===== config.mk =====
export PLATFORM = sky130hd
export DESIGN_NAME = tap_tempo_swell_envelope_core
export DESIGN_NICKNAME = d
export VERILOG_FILES = /design/src/hw/rtl/ttse_pkg.sv /design/src/hw/rtl/tap_tempo_swell_envelope_core.sv /design/src/hw/rtl/ttse_ram.sv /design/src/hw/rtl/ttse_div.sv
export VERILOG_INCLUDE_DIRS = /design/src /design/src/hw/rtl
export SDC_FILE = /design/constraint.sdc
export NUM_CORES = 1
export LEC_CHECK = 0
export BUFFER_PORTS_ARGS = -buffer_cell sky130_fd_sc_hd__buf_2
export CAP_MARGIN = 20
export CORE_ASPECT_RATIO = 0.6
export CORE_MARGIN = 1.5
export CORE_UTILIZATION = 45
export CTS_BUF_LIST = sky130_fd_sc_hd__clkbuf_4 sky130_fd_sc_hd__clkbuf_8
export DETAILED_ROUTE_END_ITERATION = 8
export MAX_ROUTING_LAYER = met4
export PLACE_DENSITY = 0.62
export SYNTH_ARGS = -nofsm -noshare
export SYNTH_HDL_FRONTEND = slang
export SYNTH_SLANG_ARGS = --single-unit

===== constraint.sdc =====
create_clock -name clk_i -period 14 [get_ports clk_i]
set_clock_uncertainty 0.2 [all_clocks]
set_input_delay 4.2 -clock clk_i [delete_from_list [all_inputs] [get_ports clk_i]]
set_output_delay 4.2 -clock clk_i [all_outputs]
set_load 0.01 [all_outputs]

===== src/hw/rtl/tap_tempo_swell_envelope_core_defines.svh =====
// Assertion macros for the tap tempo swell core.
`ifndef TAP_TEMPO_SWELL_ENVELOPE_CORE_DEFINES_SVH
`define TAP_TEMPO_SWELL_ENVELOPE_CORE_DEFINES_SVH

// Check a consequence in the same cycle.
`define TTSE_ASSERT_SAME(label, ante, cons, msg) \
  label: assert property (@(posedge clk_i) disable iff (!rst_ni) (ante) |-> (cons)) \
    else $error(msg);

// Check a consequence in the following cycle.
`define TTSE_ASSERT_NEXT(label, ante, cons, msg) \
  label: assert property (@(posedge clk_i) disable iff (!rst_ni) (ante) |=> (cons)) \
    else $error(msg);

`endif


===== src/hw/rtl/ttse_pkg.sv =====
package ttse_pkg;

  localparam int NUM_CHANNELS = 8;

  localparam int CFG_IDX_W  = 2;
  localparam int CFG_DATA_W = 8;

  localparam logic [CFG_IDX_W-1:0] CFG_LEVEL_RISE  = 2'd0;
  localparam logic [CFG_IDX_W-1:0] CFG_START_LEVEL = 2'd1;
  localparam logic [CFG_IDX_W-1:0] CFG_MAX_TAP_GAP = 2'd2;

  localparam logic [6:0] RST_LEVEL_RISE  = 7'd4;
  localparam logic [6:0] RST_START_LEVEL = 7'd10;
  localparam logic [7:0] RST_MAX_TAP_GAP = 8'd32;

  localparam logic [6:0]  LEVEL_MAX    = 7'd127;
  localparam logic [15:0] COUNT_MAX    = 16'hFFFF;
  localparam logic [5:0]  INTERVAL_MAX = 6'd63;
  localparam logic [6:0]  TRACK_OFFSET = 7'd40;

  localparam logic OP_TAP  = 1'b0;
  localparam logic OP_TICK = 1'b1;

  localparam logic [1:0] ACT_NONE  = 2'd0;
  localparam logic [1:0] ACT_CC    = 2'd1;
  localparam logic [1:0] ACT_TRACK = 2'd2;

  // divider widths for taps: num 2*sum+count, den 2*count
  localparam int DIV_NUM_W = 18;
  localparam int DIV_DEN_W = 17;

  typedef enum logic [2:0] {
    EV_NOTE_ON  = 3'd0,
    EV_CC       = 3'd1,
    EV_TRACK    = 3'd2,
    EV_NOTE_OFF = 3'd3,
    EV_ALL_OFF  = 3'd4
  } ttse_kind_e;

  typedef enum logic [2:0] {
    S_IDLE,
    S_CALC,
    S_DSTART,
    S_DIV,
    S_FIN,
    S_EMIT
  } ttse_state_e;

  typedef struct packed {
    logic        operation;
    logic [2:0]  channel;
    logic [31:0] beat_position;
    logic        footswitch_held;
    logic [1:0]  action_kind;
    logic        track_playing;
  } ttse_req_t;

  typedef struct packed {
    logic [2:0]        event_kind;
    logic [2:0]        event_channel;
    logic signed [7:0] event_value;
    logic              last_event;
  } ttse_evt_t;

  typedef struct packed {
    logic        running;
    logic [15:0] tap_count;
    logic [6:0]  swell_level;
    logic [15:0] gap_sum;
    logic [5:0]  beat_step;
    logic [5:0]  repeat_interval;
    logic [31:0] last_tap_position;
  } ttse_entry_t;

  localparam int ENTRY_W = $bits(ttse_entry_t);

  localparam ttse_entry_t ENTRY_RESET = '{
    running:           1'b0,
    tap_count:         16'd0,
    swell_level:       RST_START_LEVEL,
    gap_sum:           16'd0,
    beat_step:         6'd0,
    repeat_interval:   6'd1,
    last_tap_position: 32'd0
  };

endpackage


===== src/hw/rtl/tap_tempo_swell_envelope_core.sv =====
// A request that needs the 18-step divider (later taps inside the gap limit with a nonzero
// tap count, every tick on a running channel) goes S_CALC, S_DSTART, S_DIV, S_FIN, S_EMIT;
// other taps skip the divider, and a tick on an idle channel returns to idle from S_CALC.
// S_EMIT follows S_FIN only when events were made. A request is taken only while idle.
// Results come on evt_strobe_o, one per cycle, and cannot be stalled.
// Reset: all channels idle at start level 10, interval 1; registers 4, 10, 32.
`include "tap_tempo_swell_envelope_core_defines.svh"

module tap_tempo_swell_envelope_core #(
  parameter int CHANNELS = ttse_pkg::NUM_CHANNELS
) (
  input  logic                                clk_i,
  input  logic                                rst_ni,
  input  logic                                start,
  output logic                                busy,
  input  ttse_pkg::ttse_req_t                 req_i,
  output logic                                evt_strobe_o,
  output ttse_pkg::ttse_evt_t                 evt_o,
  input  logic                                cfg_we_i,
  input  logic [ttse_pkg::CFG_IDX_W-1:0]      cfg_idx_i,
  input  logic [ttse_pkg::CFG_DATA_W-1:0]     cfg_wdata_i
);

  import ttse_pkg::*;

  localparam int AW = (CHANNELS > 1) ? $clog2(CHANNELS) : 1;

  ttse_state_e state_q, state_d;

  logic [6:0] level_rise_q, level_rise_d;
  logic [6:0] start_level_q, start_level_d;
  logic [7:0] max_gap_q, max_gap_d;
  logic signed [6:0] last_track_q, last_track_d;

  logic [CHANNELS-1:0] valid_q, valid_d;
  logic                rd_valid_q, rd_valid_d;

  ttse_req_t   req_q, req_d;
  ttse_entry_t rec_q, rec_d;
  logic        arm_q, arm_d;
  logic        use_div_q, use_div_d;
  ttse_evt_t   ev_q [3];
  ttse_evt_t   ev_d [3];
  logic [1:0]  ev_n_q, ev_n_d;
  logic [1:0]  ev_idx_q, ev_idx_d;
  logic [1:0]  fin_n;

  logic              ram_we, ram_re;
  logic [AW-1:0]     ram_raddr, ram_waddr;
  logic [ENTRY_W-1:0] ram_rdata;
  ttse_entry_t       wr_entry;
  ttse_entry_t       cur;

  logic                 div_start, div_done;
  logic [DIV_NUM_W-1:0] div_num, div_quo;
  logic [DIV_DEN_W-1:0] div_den, div_rem;

  logic        accept;
  logic        in_range;
  logic [31:0] gap;
  logic        gap_ok;
  logic [15:0] tcount_new;
  logic [7:0]  level_sum;
  logic [6:0]  level_new;
  logic [16:0] sum_ext;
  logic [15:0] sum_new;
  logic        tap_div;
  logic [5:0]  iv;
  logic [7:0]  tl_ext;
  logic signed [6:0] tl;

  assign in_range  = 32'(req_i.channel) < CHANNELS;
  assign busy      = (state_q != S_IDLE);
  assign accept    = start && !busy;
  assign ram_re    = accept && in_range;
  assign ram_raddr = AW'(req_i.channel);
  assign ram_waddr = AW'(req_q.channel);

  ttse_ram #(
    .WIDTH (ENTRY_W),
    .DEPTH (CHANNELS)
  ) u_state_ram (
    .clk_i   (clk_i),
    .we_i    (ram_we),
    .waddr_i (ram_waddr),
    .wdata_i (wr_entry),
    .re_i    (ram_re),
    .raddr_i (ram_raddr),
    .rdata_o (ram_rdata)
  );

  ttse_div #(
    .NUM_W (DIV_NUM_W),
    .DEN_W (DIV_DEN_W)
  ) u_div (
    .clk_i   (clk_i),
    .rst_ni  (rst_ni),
    .start_i (div_start),
    .num_i   (div_num),
    .den_i   (div_den),
    .done_o  (div_done),
    .quo_o   (div_quo),
    .rem_o   (div_rem)
  );

  // untouched entries read as their reset value
  assign cur = rd_valid_q ? ttse_entry_t'(ram_rdata) : ENTRY_RESET;

  assign gap        = req_q.beat_position - cur.last_tap_position;
  assign gap_ok     = gap <= 32'(max_gap_q);
  assign tcount_new = (req_q.footswitch_held || cur.tap_count == COUNT_MAX) ?
                      cur.tap_count : cur.tap_count + 16'd1;
  assign level_sum  = {1'b0, cur.swell_level} + {1'b0, level_rise_q};
  assign level_new  = req_q.footswitch_held ? cur.swell_level :
                      (level_sum > {1'b0, LEVEL_MAX}) ? LEVEL_MAX : level_sum[6:0];
  assign sum_ext    = {1'b0, cur.gap_sum} + {9'd0, gap[7:0]};
  assign sum_new    = sum_ext[16] ? COUNT_MAX : sum_ext[15:0];
  assign tap_div    = cur.running && gap_ok && (tcount_new != 16'd0);

  assign iv     = (rec_q.repeat_interval == 6'd0) ? 6'd1 : rec_q.repeat_interval;
  assign tl_ext = {1'b0, rec_q.swell_level} - {1'b0, TRACK_OFFSET};
  assign tl     = (rec_q.swell_level >= TRACK_OFFSET) ? 7'sd0 : $signed(tl_ext[6:0]);

  assign div_num = (req_q.operation == OP_TICK) ?
                   (DIV_NUM_W'(rec_q.beat_step) + DIV_NUM_W'(1)) :
                   (DIV_NUM_W'({rec_q.gap_sum, 1'b0}) + DIV_NUM_W'(rec_q.tap_count));
  assign div_den = (req_q.operation == OP_TICK) ? DIV_DEN_W'(iv) :
                   DIV_DEN_W'({rec_q.tap_count, 1'b0});

  always_comb begin
    level_rise_d  = level_rise_q;
    start_level_d = start_level_q;
    max_gap_d     = max_gap_q;
    if (cfg_we_i) begin
      unique case (cfg_idx_i)
        CFG_LEVEL_RISE:  level_rise_d  = cfg_wdata_i[6:0];
        CFG_START_LEVEL: start_level_d = cfg_wdata_i[6:0];
        CFG_MAX_TAP_GAP: max_gap_d     = cfg_wdata_i;
        default: ;
      endcase
    end
  end

  always_comb begin
    state_d = state_q;
    unique case (state_q)
      S_IDLE: begin
        if (ram_re) state_d = S_CALC;
      end
      S_CALC: begin
        if (req_q.operation == OP_TICK) begin
          state_d = cur.running ? S_DSTART : S_IDLE;
        end else begin
          state_d = tap_div ? S_DSTART : S_FIN;
        end
      end
      S_DSTART: state_d = S_DIV;
      S_DIV: begin
        if (div_done) state_d = S_FIN;
      end
      S_FIN: state_d = (fin_n != 2'd0) ? S_EMIT : S_IDLE;
      S_EMIT: begin
        if (ev_idx_q == ev_n_q - 2'd1) state_d = S_IDLE;
      end
      default: state_d = S_IDLE;
    endcase
  end

  always_comb begin
    ttse_entry_t e;
    logic [1:0]  n;
    ttse_evt_t   ev;
    req_d        = req_q;
    rd_valid_d   = rd_valid_q;
    valid_d      = valid_q;
    rec_d        = rec_q;
    arm_d        = arm_q;
    use_div_d    = use_div_q;
    ev_d         = ev_q;
    ev_n_d       = ev_n_q;
    ev_idx_d     = ev_idx_q;
    last_track_d = last_track_q;
    ram_we       = 1'b0;
    wr_entry     = rec_q;
    div_start    = 1'b0;
    fin_n        = 2'd0;
    e            = rec_q;
    n            = 2'd0;
    ev           = '0;
    unique case (state_q)
      S_IDLE: begin
        if (ram_re) begin
          req_d      = req_i;
          rd_valid_d = valid_q[ram_raddr];
        end
      end
      S_CALC: begin
        rec_d     = cur;
        arm_d     = 1'b0;
        use_div_d = (req_q.operation == OP_TICK);
        if (req_q.operation == OP_TAP) begin
          if (!cur.running) begin
            rec_d.running           = 1'b1;
            rec_d.last_tap_position = req_q.beat_position;
            arm_d                   = 1'b1;
          end else begin
            rec_d.tap_count   = tcount_new;
            rec_d.swell_level = level_new;
            if (gap_ok) begin
              rec_d.gap_sum           = sum_new;
              rec_d.last_tap_position = req_q.beat_position;
            end
            use_div_d = tap_div;
          end
        end
      end
      S_DSTART: div_start = 1'b1;
      S_DIV: ;
      S_FIN: begin
        ev.event_channel = req_q.channel;
        if (req_q.operation == OP_TAP) begin
          if (use_div_q) begin
            if (div_quo > DIV_NUM_W'(INTERVAL_MAX)) begin
              e.repeat_interval = INTERVAL_MAX;
            end else if (div_quo == '0) begin
              e.repeat_interval = 6'd1;
            end else begin
              e.repeat_interval = div_quo[5:0];
            end
          end
          if (arm_q) begin
            ev.event_kind  = EV_NOTE_ON;
            ev.event_value = 8'sd0;
            ev_d[n]        = ev;
            n              = n + 2'd1;
          end
        end else begin
          e.beat_step = div_rem[5:0];
          if (div_rem[5:0] == 6'd0) begin
            if (req_q.action_kind == ACT_CC) begin
              if (!req_q.footswitch_held) begin
                ev.event_kind  = EV_CC;
                ev.event_value = $signed({1'b0, rec_q.swell_level});
                ev_d[n]        = ev;
                n              = n + 2'd1;
              end
            end else if (req_q.action_kind == ACT_TRACK) begin
              if (req_q.track_playing) begin
                if (tl != last_track_q) begin
                  ev.event_kind  = EV_TRACK;
                  ev.event_value = 8'(tl);
                  ev_d[n]        = ev;
                  n              = n + 2'd1;
                end
                last_track_d = tl;
              end
            end
            if (rec_q.swell_level != 7'd0) begin
              if (!req_q.footswitch_held) e.swell_level = rec_q.swell_level - 7'd1;
            end else begin
              e.running     = 1'b0;
              e.tap_count   = 16'd0;
              e.swell_level = start_level_q;
              e.gap_sum     = 16'd0;
              e.beat_step   = 6'd0;
              ev.event_kind  = EV_NOTE_OFF;
              ev.event_value = 8'sd0;
              ev_d[n]        = ev;
              ev.event_kind    = EV_ALL_OFF;
              ev.event_channel = 3'd0;
              ev_d[n + 2'd1]   = ev;
              n                = n + 2'd2;
            end
          end
        end
        wr_entry = e;
        ram_we   = 1'b1;
        valid_d[ram_waddr] = 1'b1;
        fin_n    = n;
        ev_n_d   = n;
        ev_idx_d = 2'd0;
      end
      S_EMIT: ev_idx_d = ev_idx_q + 2'd1;
      default: ;
    endcase
  end

  always_comb begin
    evt_o            = ev_q[ev_idx_q];
    evt_o.last_event = (ev_idx_q == ev_n_q - 2'd1);
  end
  assign evt_strobe_o = (state_q == S_EMIT);

  always_ff @(posedge clk_i or negedge rst_ni) begin
    if (!rst_ni) begin
      state_q       <= S_IDLE;
      level_rise_q  <= RST_LEVEL_RISE;
      start_level_q <= RST_START_LEVEL;
      max_gap_q     <= RST_MAX_TAP_GAP;
      last_track_q  <= 7'sd0;
      valid_q       <= '0;
      rd_valid_q    <= 1'b0;
      arm_q         <= 1'b0;
      use_div_q     <= 1'b0;
      ev_n_q        <= 2'd0;
      ev_idx_q      <= 2'd0;
    end else begin
      state_q       <= state_d;
      level_rise_q  <= level_rise_d;
      start_level_q <= start_level_d;
      max_gap_q     <= max_gap_d;
      last_track_q  <= last_track_d;
      valid_q       <= valid_d;
      rd_valid_q    <= rd_valid_d;
      arm_q         <= arm_d;
      use_div_q     <= use_div_d;
      ev_n_q        <= ev_n_d;
      ev_idx_q      <= ev_idx_d;
    end
  end

  always_ff @(posedge clk_i) begin
    req_q <= req_d;
    rec_q <= rec_d;
    ev_q  <= ev_d;
  end

  `TTSE_ASSERT_SAME(a_no_rw_overlap, ram_we, !ram_re, "state read overlaps write-back")
  `TTSE_ASSERT_NEXT(a_idle_after_last, evt_strobe_o && evt_o.last_event, !busy, "busy after final event")
  `TTSE_ASSERT_SAME(a_div_done_in_div, div_done, state_q == S_DIV, "divider result outside wait state")
  `TTSE_ASSERT_SAME(a_interval_nonzero, ram_we, wr_entry.repeat_interval != 6'd0, "zero interval written")

endmodule


===== src/hw/rtl/ttse_ram.sv =====
module ttse_ram #(
  parameter int WIDTH = ttse_pkg::ENTRY_W,
  parameter int DEPTH = ttse_pkg::NUM_CHANNELS
) (
  input  logic                                       clk_i,
  input  logic                                       we_i,
  input  logic [((DEPTH > 1) ? $clog2(DEPTH) : 1)-1:0] waddr_i,
  input  logic [WIDTH-1:0]                           wdata_i,
  input  logic                                       re_i,
  input  logic [((DEPTH > 1) ? $clog2(DEPTH) : 1)-1:0] raddr_i,
  output logic [WIDTH-1:0]                           rdata_o
);

  logic [WIDTH-1:0] mem_q [DEPTH];

  always_ff @(posedge clk_i) begin
    if (we_i) begin
      mem_q[waddr_i] <= wdata_i;
    end
    if (re_i) begin
      rdata_o <= mem_q[raddr_i];
    end
  end

endmodule


===== src/hw/rtl/ttse_div.sv =====
module ttse_div #(
  parameter int NUM_W = ttse_pkg::DIV_NUM_W,
  parameter int DEN_W = ttse_pkg::DIV_DEN_W
) (
  input  logic             clk_i,
  input  logic             rst_ni,
  input  logic             start_i,
  input  logic [NUM_W-1:0] num_i,
  input  logic [DEN_W-1:0] den_i,
  output logic             done_o,
  output logic [NUM_W-1:0] quo_o,
  output logic [DEN_W-1:0] rem_o
);

  localparam int CW = (NUM_W > 1) ? $clog2(NUM_W) : 1;

  logic             busy_q, busy_d;
  logic             done_q, done_d;
  logic [CW-1:0]    cnt_q, cnt_d;
  logic [NUM_W-1:0] quo_q, quo_d;
  logic [DEN_W-1:0] rem_q, rem_d;
  logic [DEN_W-1:0] den_q, den_d;
  logic [DEN_W:0]   shifted;
  logic [DEN_W:0]   diff;
  logic             ge;

  assign shifted = {rem_q, quo_q[NUM_W-1]};
  assign diff    = shifted - {1'b0, den_q};
  assign ge      = shifted >= {1'b0, den_q};

  always_comb begin
    busy_d = busy_q;
    done_d = 1'b0;
    cnt_d  = cnt_q;
    quo_d  = quo_q;
    rem_d  = rem_q;
    den_d  = den_q;
    if (start_i) begin
      busy_d = 1'b1;
      cnt_d  = '0;
      quo_d  = num_i;
      rem_d  = '0;
      den_d  = den_i;
    end else if (busy_q) begin
      rem_d = ge ? diff[DEN_W-1:0] : shifted[DEN_W-1:0];
      quo_d = {quo_q[NUM_W-2:0], ge};
      cnt_d = cnt_q + CW'(1);
      if (cnt_q == CW'(NUM_W - 1)) begin
        busy_d = 1'b0;
        done_d = 1'b1;
      end
    end
  end

  always_ff @(posedge clk_i or negedge rst_ni) begin
    if (!rst_ni) begin
      busy_q <= 1'b0;
      done_q <= 1'b0;
      cnt_q  <= '0;
    end else begin
      busy_q <= busy_d;
      done_q <= done_d;
      cnt_q  <= cnt_d;
    end
  end

  always_ff @(posedge clk_i) begin
    quo_q <= quo_d;
    rem_q <= rem_d;
    den_q <= den_d;
  end

  assign done_o = done_q;
  assign quo_o  = quo_q;
  assign rem_o  = rem_q;

endmodule

* Word-level counts from Yosys, hierarchy flattened
Memory sizes are Yosys's and may differ from the RTL's. A register that Yosys moved wholly into a read port is not among the register bits. Index checks and enable logic that the tools add are counted.
Cells by class: eq/ne operators 17, shifts and indexed selects 0, muxes and demuxes 91, add/sub/neg operators 14, bitwise gates (word level) 9, divide/modulo/power cells 0, multipliers 0, reductions and logical operators 28, $lt $le $gt $ge 13
Operators with widths (count):
- 2-to-1 mux 15 bit | 14
- 2-to-1 mux 84 bit | 2
- 2-to-1 mux 32 bit | 3
- 2-to-1 mux 46 bit | 2
- 2-to-1 mux 45 bit | 2
- 2-to-1 mux 39 bit | 2
- demux 15 bit (select 2 bit) | 2
- 2-to-1 mux 18 bit | 3
- 2-to-1 mux 16 bit | 3
- bitwise mux 45 bit | 1
- AND 42 bit | 1
- NOT 42 bit | 1
- 2-to-1 mux 6 bit | 6
- 2-to-1 mux 7 bit | 5
- 2-to-1 mux 17 bit | 2
- less-or-equal comparator 32 x 8 -> 1 bit | 1
- subtractor 32 bit | 1
- binary-select mux 15 bit (select 2 bit) | 1
- 2-to-1 mux 22 bit | 1
- 2-to-1 mux 1 bit | 21
- adder 17 x 16 -> 18 bit | 1
- >= comparator 18 x 17 -> 1 bit | 1
- > comparator 18 x 6 -> 1 bit (second input constant) | 1
- logical NOT 18 bit | 1
- other kinds (53) | 94
Storage, ports and cells: latch bits 0, flip-flop bits (word level) 275, ROM bits 0, memories 1, RAM bits 672
Memory list:
- u_state_ram.mem_q | words 8, bits a word 84, rd ports 1, clocked after Yosys merged registers in 1, write ports 1, line ttse_ram.sv:14 | logic [WIDTH-1:0] mem_q [DEPTH];

* Logic depth before layout (Yosys ltp)
Gate-level depths: netlist of the first run.
depth in word-level cells 21, gate-level depth with buffers 26

* Hierarchy
Synthesis of the first run repeated with hierarchy kept, for this count alone.
Second synthesis, totals: cell total of the unflattened synthesis 2945, area total of the unflattened synthesis 45959.1 um^2
By module, submodules not included:
- ttse_ram | cells each 1068, area an instance 27785.4 um^2, seq. area each 22701.8 um^2, instances 1
- tap_tempo_swell_envelope_core | cells each 1566, area an instance 14780.4 um^2, seq. area each 6135.9 um^2, instances 1
- ttse_div | cells each 311, area an instance 3393.3 um^2, seq. area each 1566.5 um^2, instances 1

* Least setup slack after synthesis of the first run
No wires, ideal clock.
path type reg-to-reg, start point reg state_q[1], end point reg valid_q[0], slack 3.768 ns, clock period less this slack 10.232 ns, buffers on the path 2, stages on the path, launching flop included 7, setup time 0.115 ns, arrival 9.917 ns, path through dfrtp_1 -> clkbuf_1 -> nand2b_1 -> or2_2 -> clkbuf_1 -> nor4_1 -> or2_2
On the way: word-level cells in the longest chain between the ends 1
RTL lines:
- start, declared | line tap_tempo_swell_envelope_core.sv:28 | ttse_state_e state_q, state_d;
- start signal, assigned | line tap_tempo_swell_envelope_core.sv:308 | state_q <= state_d;
- == test 3 bit | line tap_tempo_swell_envelope_core.sv:190 | unique case (state_q)
- end signal, assigned | line tap_tempo_swell_envelope_core.sv:313 | valid_q <= valid_d;
- end, declared | line tap_tempo_swell_envelope_core.sv:35 | logic [CHANNELS-1:0] valid_q, valid_d;
Every way passes these cells. A chain may end at the register's enable or synchronous reset.

==> results of run 1 <==
[how the worst max path moves through the flow]
stage / start / endpoint / slack, ps / cells past startpoint
global placement: req_i[37] / u_state_ram.rdata_o[70] / 6390 / 5
global route: rd_valid_q / rec_q[0] / 6400 / 19
finish: ev_idx_q[0] / evt_o[0] / 6760 / 2
CTS: ev_idx_q[0] / evt_o[0] / 6690 / 2
detailed placement: req_i[37] / u_state_ram.rdata_o[39] / 6320 / 5
floorplan: state_q[1] / valid_q[0] / 3770 / 6
[cells by family after synthesis]
kind of cell    synth area share [%]
fa+ha+maj                      2.763
other cells                 0.008199
buf+inv                        1.953
compound gates                 6.954
flops                          66.48
xor+xnor                       1.417
mux                            12.18
simple gates                   8.248
[per-stage QoR]
| stage | worst slack, ps | area (um^2) | hold slack [ps] | utilization, % |
|---|---|---|---|---|
| 2_1_floorplan | 3768 | 45760 | 233.7 | - |
| 3_3_place_gp | 6389 | 47700 | 246.2 | 47.43 |
| 3_5_place_dp | 6324 | 47700 | 253.2 | 47.43 |
| 4_1_cts | 6690 | 50670 | 269.7 | 50.39 |
| 5_1_grt | 6396 | 50740 | 283.8 | 50.46 |
| 6_report | 6763 | 50740 | 267.2 | 50.46 |
[cell type report]
cell class | instances | area [um^2]
tap | 1334 | 1669
inverter | 90 | 337.8
sequential | 1027 | 30410
clock inverter | 64 | 447.9
antenna | 2 | 5.005
multi-input combinational | 1739 | 14560
clock buffer | 210 | 2527
fill | 8346 | 49820
timing repair buffer | 119 | 787.0
[sequential cells by signal, indices dropped and copies added (netlist names), 3 cells and up]
signal / cells
u_state_ram.rdata_o: 84
start_level_q: 7
max_gap_q: 8
rec_q: 84
req_q: 37
u_state_ram.mem_q: 672
last_track_q: 7
u_div.quo_o: 18
valid_q: 8
u_div.rem_o: 17
u_div.cnt_q: 5
u_div.den_q: 17
ev_q: 41
ram_waddr: 3
level_rise_q: 7
state_q: 3
[routing by layer]
metal / GRT usage [%] / up-vias / wire length [um]
li1: - / 11963 / -
met1: 35.26 / 13788 / 55940
met2: 31.24 / 1145 / 49070
met3: 5.380 / 150 / 10310
met4: 6.653 / 0 / 2349
met5: - / - / 0
[placed cells by master, fill, tap and decap left out, types with 18 or more instances in the layout]
| cell | instances |
|---|---|
| a21o_1 | 27 |
| a21oi_1 | 118 |
| and2_1 | 61 |
| and3_1 | 27 |
| buf_2 | 68 |
| buf_4 | 43 |
| clkbuf_4 | 60 |
| clkbuf_8 | 152 |
| clkinv_1 | 34 |
| dfrtp_1 | 49 |
| edfxtp_1 | 956 |
| ha_1 | 93 |
| inv_1 | 90 |
| mux2_2 | 120 |
| mux2i_1 | 39 |
| mux4_2 | 170 |
| nand2_1 | 199 |
| nand2b_1 | 40 |
| nand3_1 | 44 |
| nand4_1 | 28 |
| nor2_1 | 132 |
| nor2b_1 | 63 |
| nor3_1 | 36 |
| nor4_1 | 18 |
| o21ai_0 | 116 |
| o22ai_1 | 36 |
| or3_1 | 19 |
| xnor2_1 | 54 |
| xor2_1 | 20 |
[critical path, delay by kind of cell (launching register included)]
kind	cells	cell delay (ps)
AOI/OAI and AO/OA	1	970
buffers and inverters	1	280
DFF	1	730
[power by group]
part           internal (mW)  switching (mW)  leakage [nW]  total, mW
Clock                   1.24            1.17          1.58       2.41
Combinational           1.09            1.94          6.35       3.02
Sequential              4.11           0.434          9.54       4.55
Total                   6.44            3.54          17.5       9.98
==> run_results.csv, run 1 <==
group,metric,value,unit
status,status,"completed",
hold_path,min_path_cells,1,
power,power.density,196.7,nW/um^2
drt,vias,27046,
drt,drt_iter0_drc,3131,
setup_path,max_stage_delay,970,ps
layout,synthToLayoutAreaGrowth,10.94,%
setup_path,worstPathRequired,9600,ps
setup_path,cpMaxStageDelayCell,"o21ai_0",
layout,drive_above_1_share,21.24,%
logic_synthesis,yosysSeqAreaShare,66.48,%
logic_synthesis,synthTopCellsByCount,"956 x edfxtp_1, 199 x nand2_1, 170 x mux4_2",
setup_path,start_kind,"flop",
clocking,postCtsSetupRepairBufs,0,
floorplanning,core,100600,um^2
drt,drtPass1Iterations,6,
setup_path,crit_path_cell_trace,"o21ai_0, buf_2",
setup_path,cp_max_fo,31,
timing,tightest_slew,1199,ps
logic_synthesis,synth_flop_cell,"edfxtp_1",
timing,setup_violations,0,
clocking,cts_root_buf,"clkbuf_8",
power,max-vdd-ir-drop,0.1191,mV
timing,hold_violations,0,
clocking,cts_sinks,1027,
clocking,cts_buffers,151,
setup_path,reg2regPathDepth,20,
clocking,ctsResizeCount,0,
clocking,h-tree-depth,4,
floorplanning,initial_core_util,45.48,%
floorplanning,num_rows,90,
logic_synthesis,synth_area_leaders,"edfxtp_1 63%, mux4_2 8.4%, mux2_2 3.0%",
timing,max_freq,138.2,MHz
clocking,cts_tree,"built",
setup_path,worst_ep_arrival_time,2840,ps
drt,wl_per_cell,25.66,um
timing,rsz0062_at_grt,"no",
setup_path,r2r_start,"rd_valid_q",
drt,viasPerCell,5.899,
floorplanning,die_area,103600,um^2
global_routing,grt_pass1_vias,26626,
layout,finalNonFillerCells,4585,
logic_synthesis,synth_warnings,0,
clocking,path_clk_slew,60,ps
clocking,cts_hold_buf,0,
logic_synthesis,avgSynthCellArea,15.33,um^2
placed_design,placed_cells,4304,
placed_design,numPortBuffers,70,
hold_path,min-delay-path-class,"flop to flop",
placed_design,gp_congestion,0.9139,
placed_design,dp_hpwl,72.83,mm
logic_synthesis,synth_edf_count,956,
global_routing,grt_use_total,23.34,%
drt,drt_wl_total,117.7,mm
timing,setup_tns,0,ps
setup_path,r2r_setup_slack,6780,ps
logic_synthesis,synth-seq-cells,1027,
layout,nets,3280,
timing,finalCriticalPeriod,7237,ps
global_routing,grt_start_max_net_pins,127,
floorplanning,dieHeight,249.9,um
timing,slew-limit-headroom,20.07,%
setup_path,reg2reg_to,"rec_q[0]",
global_routing,grt_antenna_before_repair,4,
clocking,clk_path_buf_depth,3,
logic_synthesis,yosysTopAreaCell,"edfxtp_1",
timing,slew_violations,0,
hold_path,hp-start,"valid_q[1]",
logic_synthesis,async_flop_share,5.258,%
power,leakagePower,17.48,nW
global_routing,grt_pass1_wl,173.2,mm
floorplanning,ios,71,
logic_synthesis,netlist_area,45740,um^2
power,power,9.982,mW
setup_path,end_kind,"primary output",
drt,drc,0,
setup_path,crit_type,"flop to primary output",
floorplanning,die_w,414.6,um
logic_synthesis,synth.most_common_cell,"edfxtp_1",
run,cap_violations,0,
global_routing,globalRouteOverflowTotal,0,
logic_synthesis,synthCells,2983,
logic_synthesis,synth_top_area_share,62.77,%
clocking,clk_latency,860,ps
drt,antenna_left,0,
timing,post-route-period-util,51.70,%
hold_path,hold_end,"valid_q[1]",
logic_synthesis,ys_types,82,
(Power assumes the default switching activity.)
==> inputs of run 2 (changes only) <==
- ABC_AREA: default -> 1
- clock period: 14 -> 7.5 ns (I/O delays scaled with it)
==> run 2 against run 1 <==
Count of clock-buffer cells in the layout decreased by 2. Combinational power increased by 74%. Clock power increased by 95%. Die area increased by 2.7%. Register-to-register slack got worse by 4300 ps. Critical endpoint is now rec_q[19]. Highest routed layer unchanged.
==> run_results.csv, run 2 <==
group,metric,value,unit
floorplanning,ios,71,
logic_synthesis,synth_warnings,0,
clocking,postCtsSetupRepairBufs,0,
logic_synthesis,synthCells,4538,
power,power,18.31,mW
floorplanning,core,103200,um^2
timing,setup_tns,0,ps
layout,nFillCells,9403,
power,power.density,351.6,nW/um^2
logic_synthesis,synth_flop_cell,"edfxtp_1",
timing,tightest_slew,1119,ps
timing,slew-limit-headroom,25.24,%
setup_path,path_buf_inv,1,
timing,slew_violations,0,
layout,largest_reg_flops,672,
clocking,clk_latency,870,ps
power,leakagePower,19.75,nW
clocking,ctsResizeCount,0,
setup_path,reg2reg_to,"rec_q[19]",
clocking,cts_root_buf,"clkbuf_8",
setup_path,max_stage_delay,840,ps
setup_path,worst_ep_arrival_time,5400,ps
power,max-vdd-ir-drop,0.2424,mV
global_routing,grt_antenna_before_repair,2,
run,cap_violations,0,
hold_path,hp-start,"u_div.cnt_q[3]",
hold_path,min_path_cells,1,
setup_path,cp_max_fo,43,
logic_synthesis,yosysSeqAreaShare,64.72,%
setup_path,crit_type,"flop to flop",
global_routing,grt_pass1_wl,195.0,mm
setup_path,reg2regPathDepth,25,
layout,nets,4782,
floorplanning,die_w,420.1,um
setup_path,startpoint,"rd_valid_q",
clocking,h-tree-depth,4,
floorplanning,dieHeight,253.3,um
floorplanning,initial_core_util,45.54,%
layout,reg.largest.list,"u_state_ram.mem_q x672, rec_q x84, u_state_ram.rdata_o x84",
layout,regMostFlops,"u_state_ram.mem_q",
placed_design,gp_congestion,0.9491,
logic_synthesis,async_flop_share,5.258,%
setup_path,crit_family,"simple AND/OR/NAND/NOR gates",
clocking,cts_tree,"built",
setup_path,critPathMostFrequentCell,"nand2_1",
logic_synthesis,netlist_area,46980,um^2
placed_design,placed_cells,5862,
drt,drtPass1Iterations,6,
setup_path,end_kind,"flop",
setup_path,r2r_setup_slack,2500,ps
timing,hold_violations,0,
setup_path,start_kind,"flop",
clocking,path_clk_slew,70,ps
drt,drt_wl_total,129.7,mm
floorplanning,die_area,106400,um^2
floorplanning,num_rows,91,
layout,synthToLayoutAreaGrowth,10.84,%
global_routing,grt_use_total,25.13,%
logic_synthesis,ys_types,58,
layout,layout_common_cells,"956 x edfxtp_1, 821 x nor2_1, 731 x nand2_1, 516 x o21ai_0, 378 x inv_1",
timing,post-route-period-util,66.73,%
global_routing,grt_pass1_vias,31072,
setup_path,worstPathRequired,7900,ps
setup_path,r2r_start,"rd_valid_q",
drt,wl_per_cell,21.08,um
timing,setup_ws,2495,ps
logic_synthesis,synth_edf_count,956,
logic_synthesis,synth.most_common_cell,"edfxtp_1",
timing,setup_violations,0,
clocking,clk_path_buf_depth,3,
logic_synthesis,avgSynthCellArea,10.35,um^2
hold_path,hold_end,"u_div.cnt_q[3]",
drt,vias,33749,
hold_path,min-delay-path-class,"flop to flop",
drt,antenna_left,0,
placed_design,numPortBuffers,70,
timing,finalCriticalPeriod,5005,ps
setup_path,cp.depth,25,
logic_synthesis,synth_top_area_share,61.11,%
drt,viasPerCell,5.488,
timing,max_freq,199.8,MHz
timing,rsz0062_at_grt,"no",
layout,drive_above_1_share,9.470,%
global_routing,globalRouteOverflowTotal,0,
clocking,cts_hold_buf,0,
clocking,cts_sinks,1027,
setup_path,cpMaxStageDelayCell,"dfrtp_4",
drt,drc,0,
logic_synthesis,synth_area_leaders,"edfxtp_1 61%, nor2_1 6.6%, nand2_1 5.8%",
clocking,cts_buffers,156,
placed_design,dp_slack,2558,ps
layout,layout_commonest_cell,"edfxtp_1",
logic_synthesis,synthTopCellsByCount,"956 x edfxtp_1, 831 x nor2_1, 731 x nand2_1",
layout,finalNonFillerCells,6150,
logic_synthesis,yosysTopAreaCell,"edfxtp_1",
logic_synthesis,synth-seq-cells,1027,
drt,drt_iter0_drc,4213,
status,status,"completed",
global_routing,grt_start_max_net_pins,162,
placed_design,dp_hpwl,78.51,mm
==> run 2: changes by cell type in the layout (fill, tap and decap cells not counted), sizes merged, moves of 64 or more <==
cell	change
inv	+295
a31oi	+74
mux4	-170
nor2	+706
nand2	+550
mux2	-120
nand3	+91
nor2b	-64
o21ai	+402
==> run 2: logic make-up (layout without fill, tap and decap cells) <==
family	Yosys count	after routing	share of synthesized area (%)
and+or+nand+nor	1866	1866	16.23
DFF	1027	1027	64.72
AOI/OAI and AO/OA	912	912	10.62
buffers and inverters	583	790	4.768
adders and majority gates	98	98	2.690
xor gates and xnor gates	49	49	0.9136
muxes	2	2	0.04262
other	1	11	0.007983
==> run 2: cell type report <==
cell class / count / area, um^2 / area share, %
Sequential cell: 1027 / 30410 / 58.40
Multi-Input combinational cell: 2935 / 14450 / 27.75
Clock buffer: 208 / 2575 / 4.946
Tap cell: 1395 / 1745 / 3.352
Inverter: 393 / 1493 / 2.867
Timing Repair Buffer: 117 / 889.6 / 1.709
Clock inverter: 72 / 499.2 / 0.9588
Antenna cell: 3 / 7.507 / 0.01442
==> run 2: power by group <==
part           total (mW)  switching, mW  internal (mW)
Combinational        5.25           3.66           1.58
Clock                4.71           2.29           2.42
Sequential           8.35          0.740           7.61
Total                18.3           6.69           11.6
==> run 2: metrics by stage <==
stage / util (%) / area (um^2) / hold WS, ps
finish: 50.47 / 52070 / 267.3
global route: 50.47 / 52070 / 282.3
CTS: 50.42 / 52010 / 265.7
detailed placement: 47.44 / 48930 / 250.6
global placement: 47.41 / 48910 / 249.2
floorplan: - / 47000 / 233.6
==> run 2: worst max-delay path by stage <==
stage                             to  slack [ps]
after floorplan           state_q[2]          50
after global placement      rec_q[4]        2660
after detailed placement    rec_q[9]        2560
after CTS                  rec_q[19]        2530
after global routing       rec_q[19]        2080
final                      rec_q[19]        2500
==> run 2: per-layer routing <==
| metal | up-vias | part of all wire [%] | GRT usage, % |
|---|---|---|---|
| li1 | 15905 | - | - |
| met1 | 16240 | 50 | 39.34 |
| met2 | 1438 | 39 | 31.92 |
| met3 | 166 | 9.8 | 5.870 |
| met4 | 0 | 1.6 | 6.615 |
| met5 | - | 0 | - |
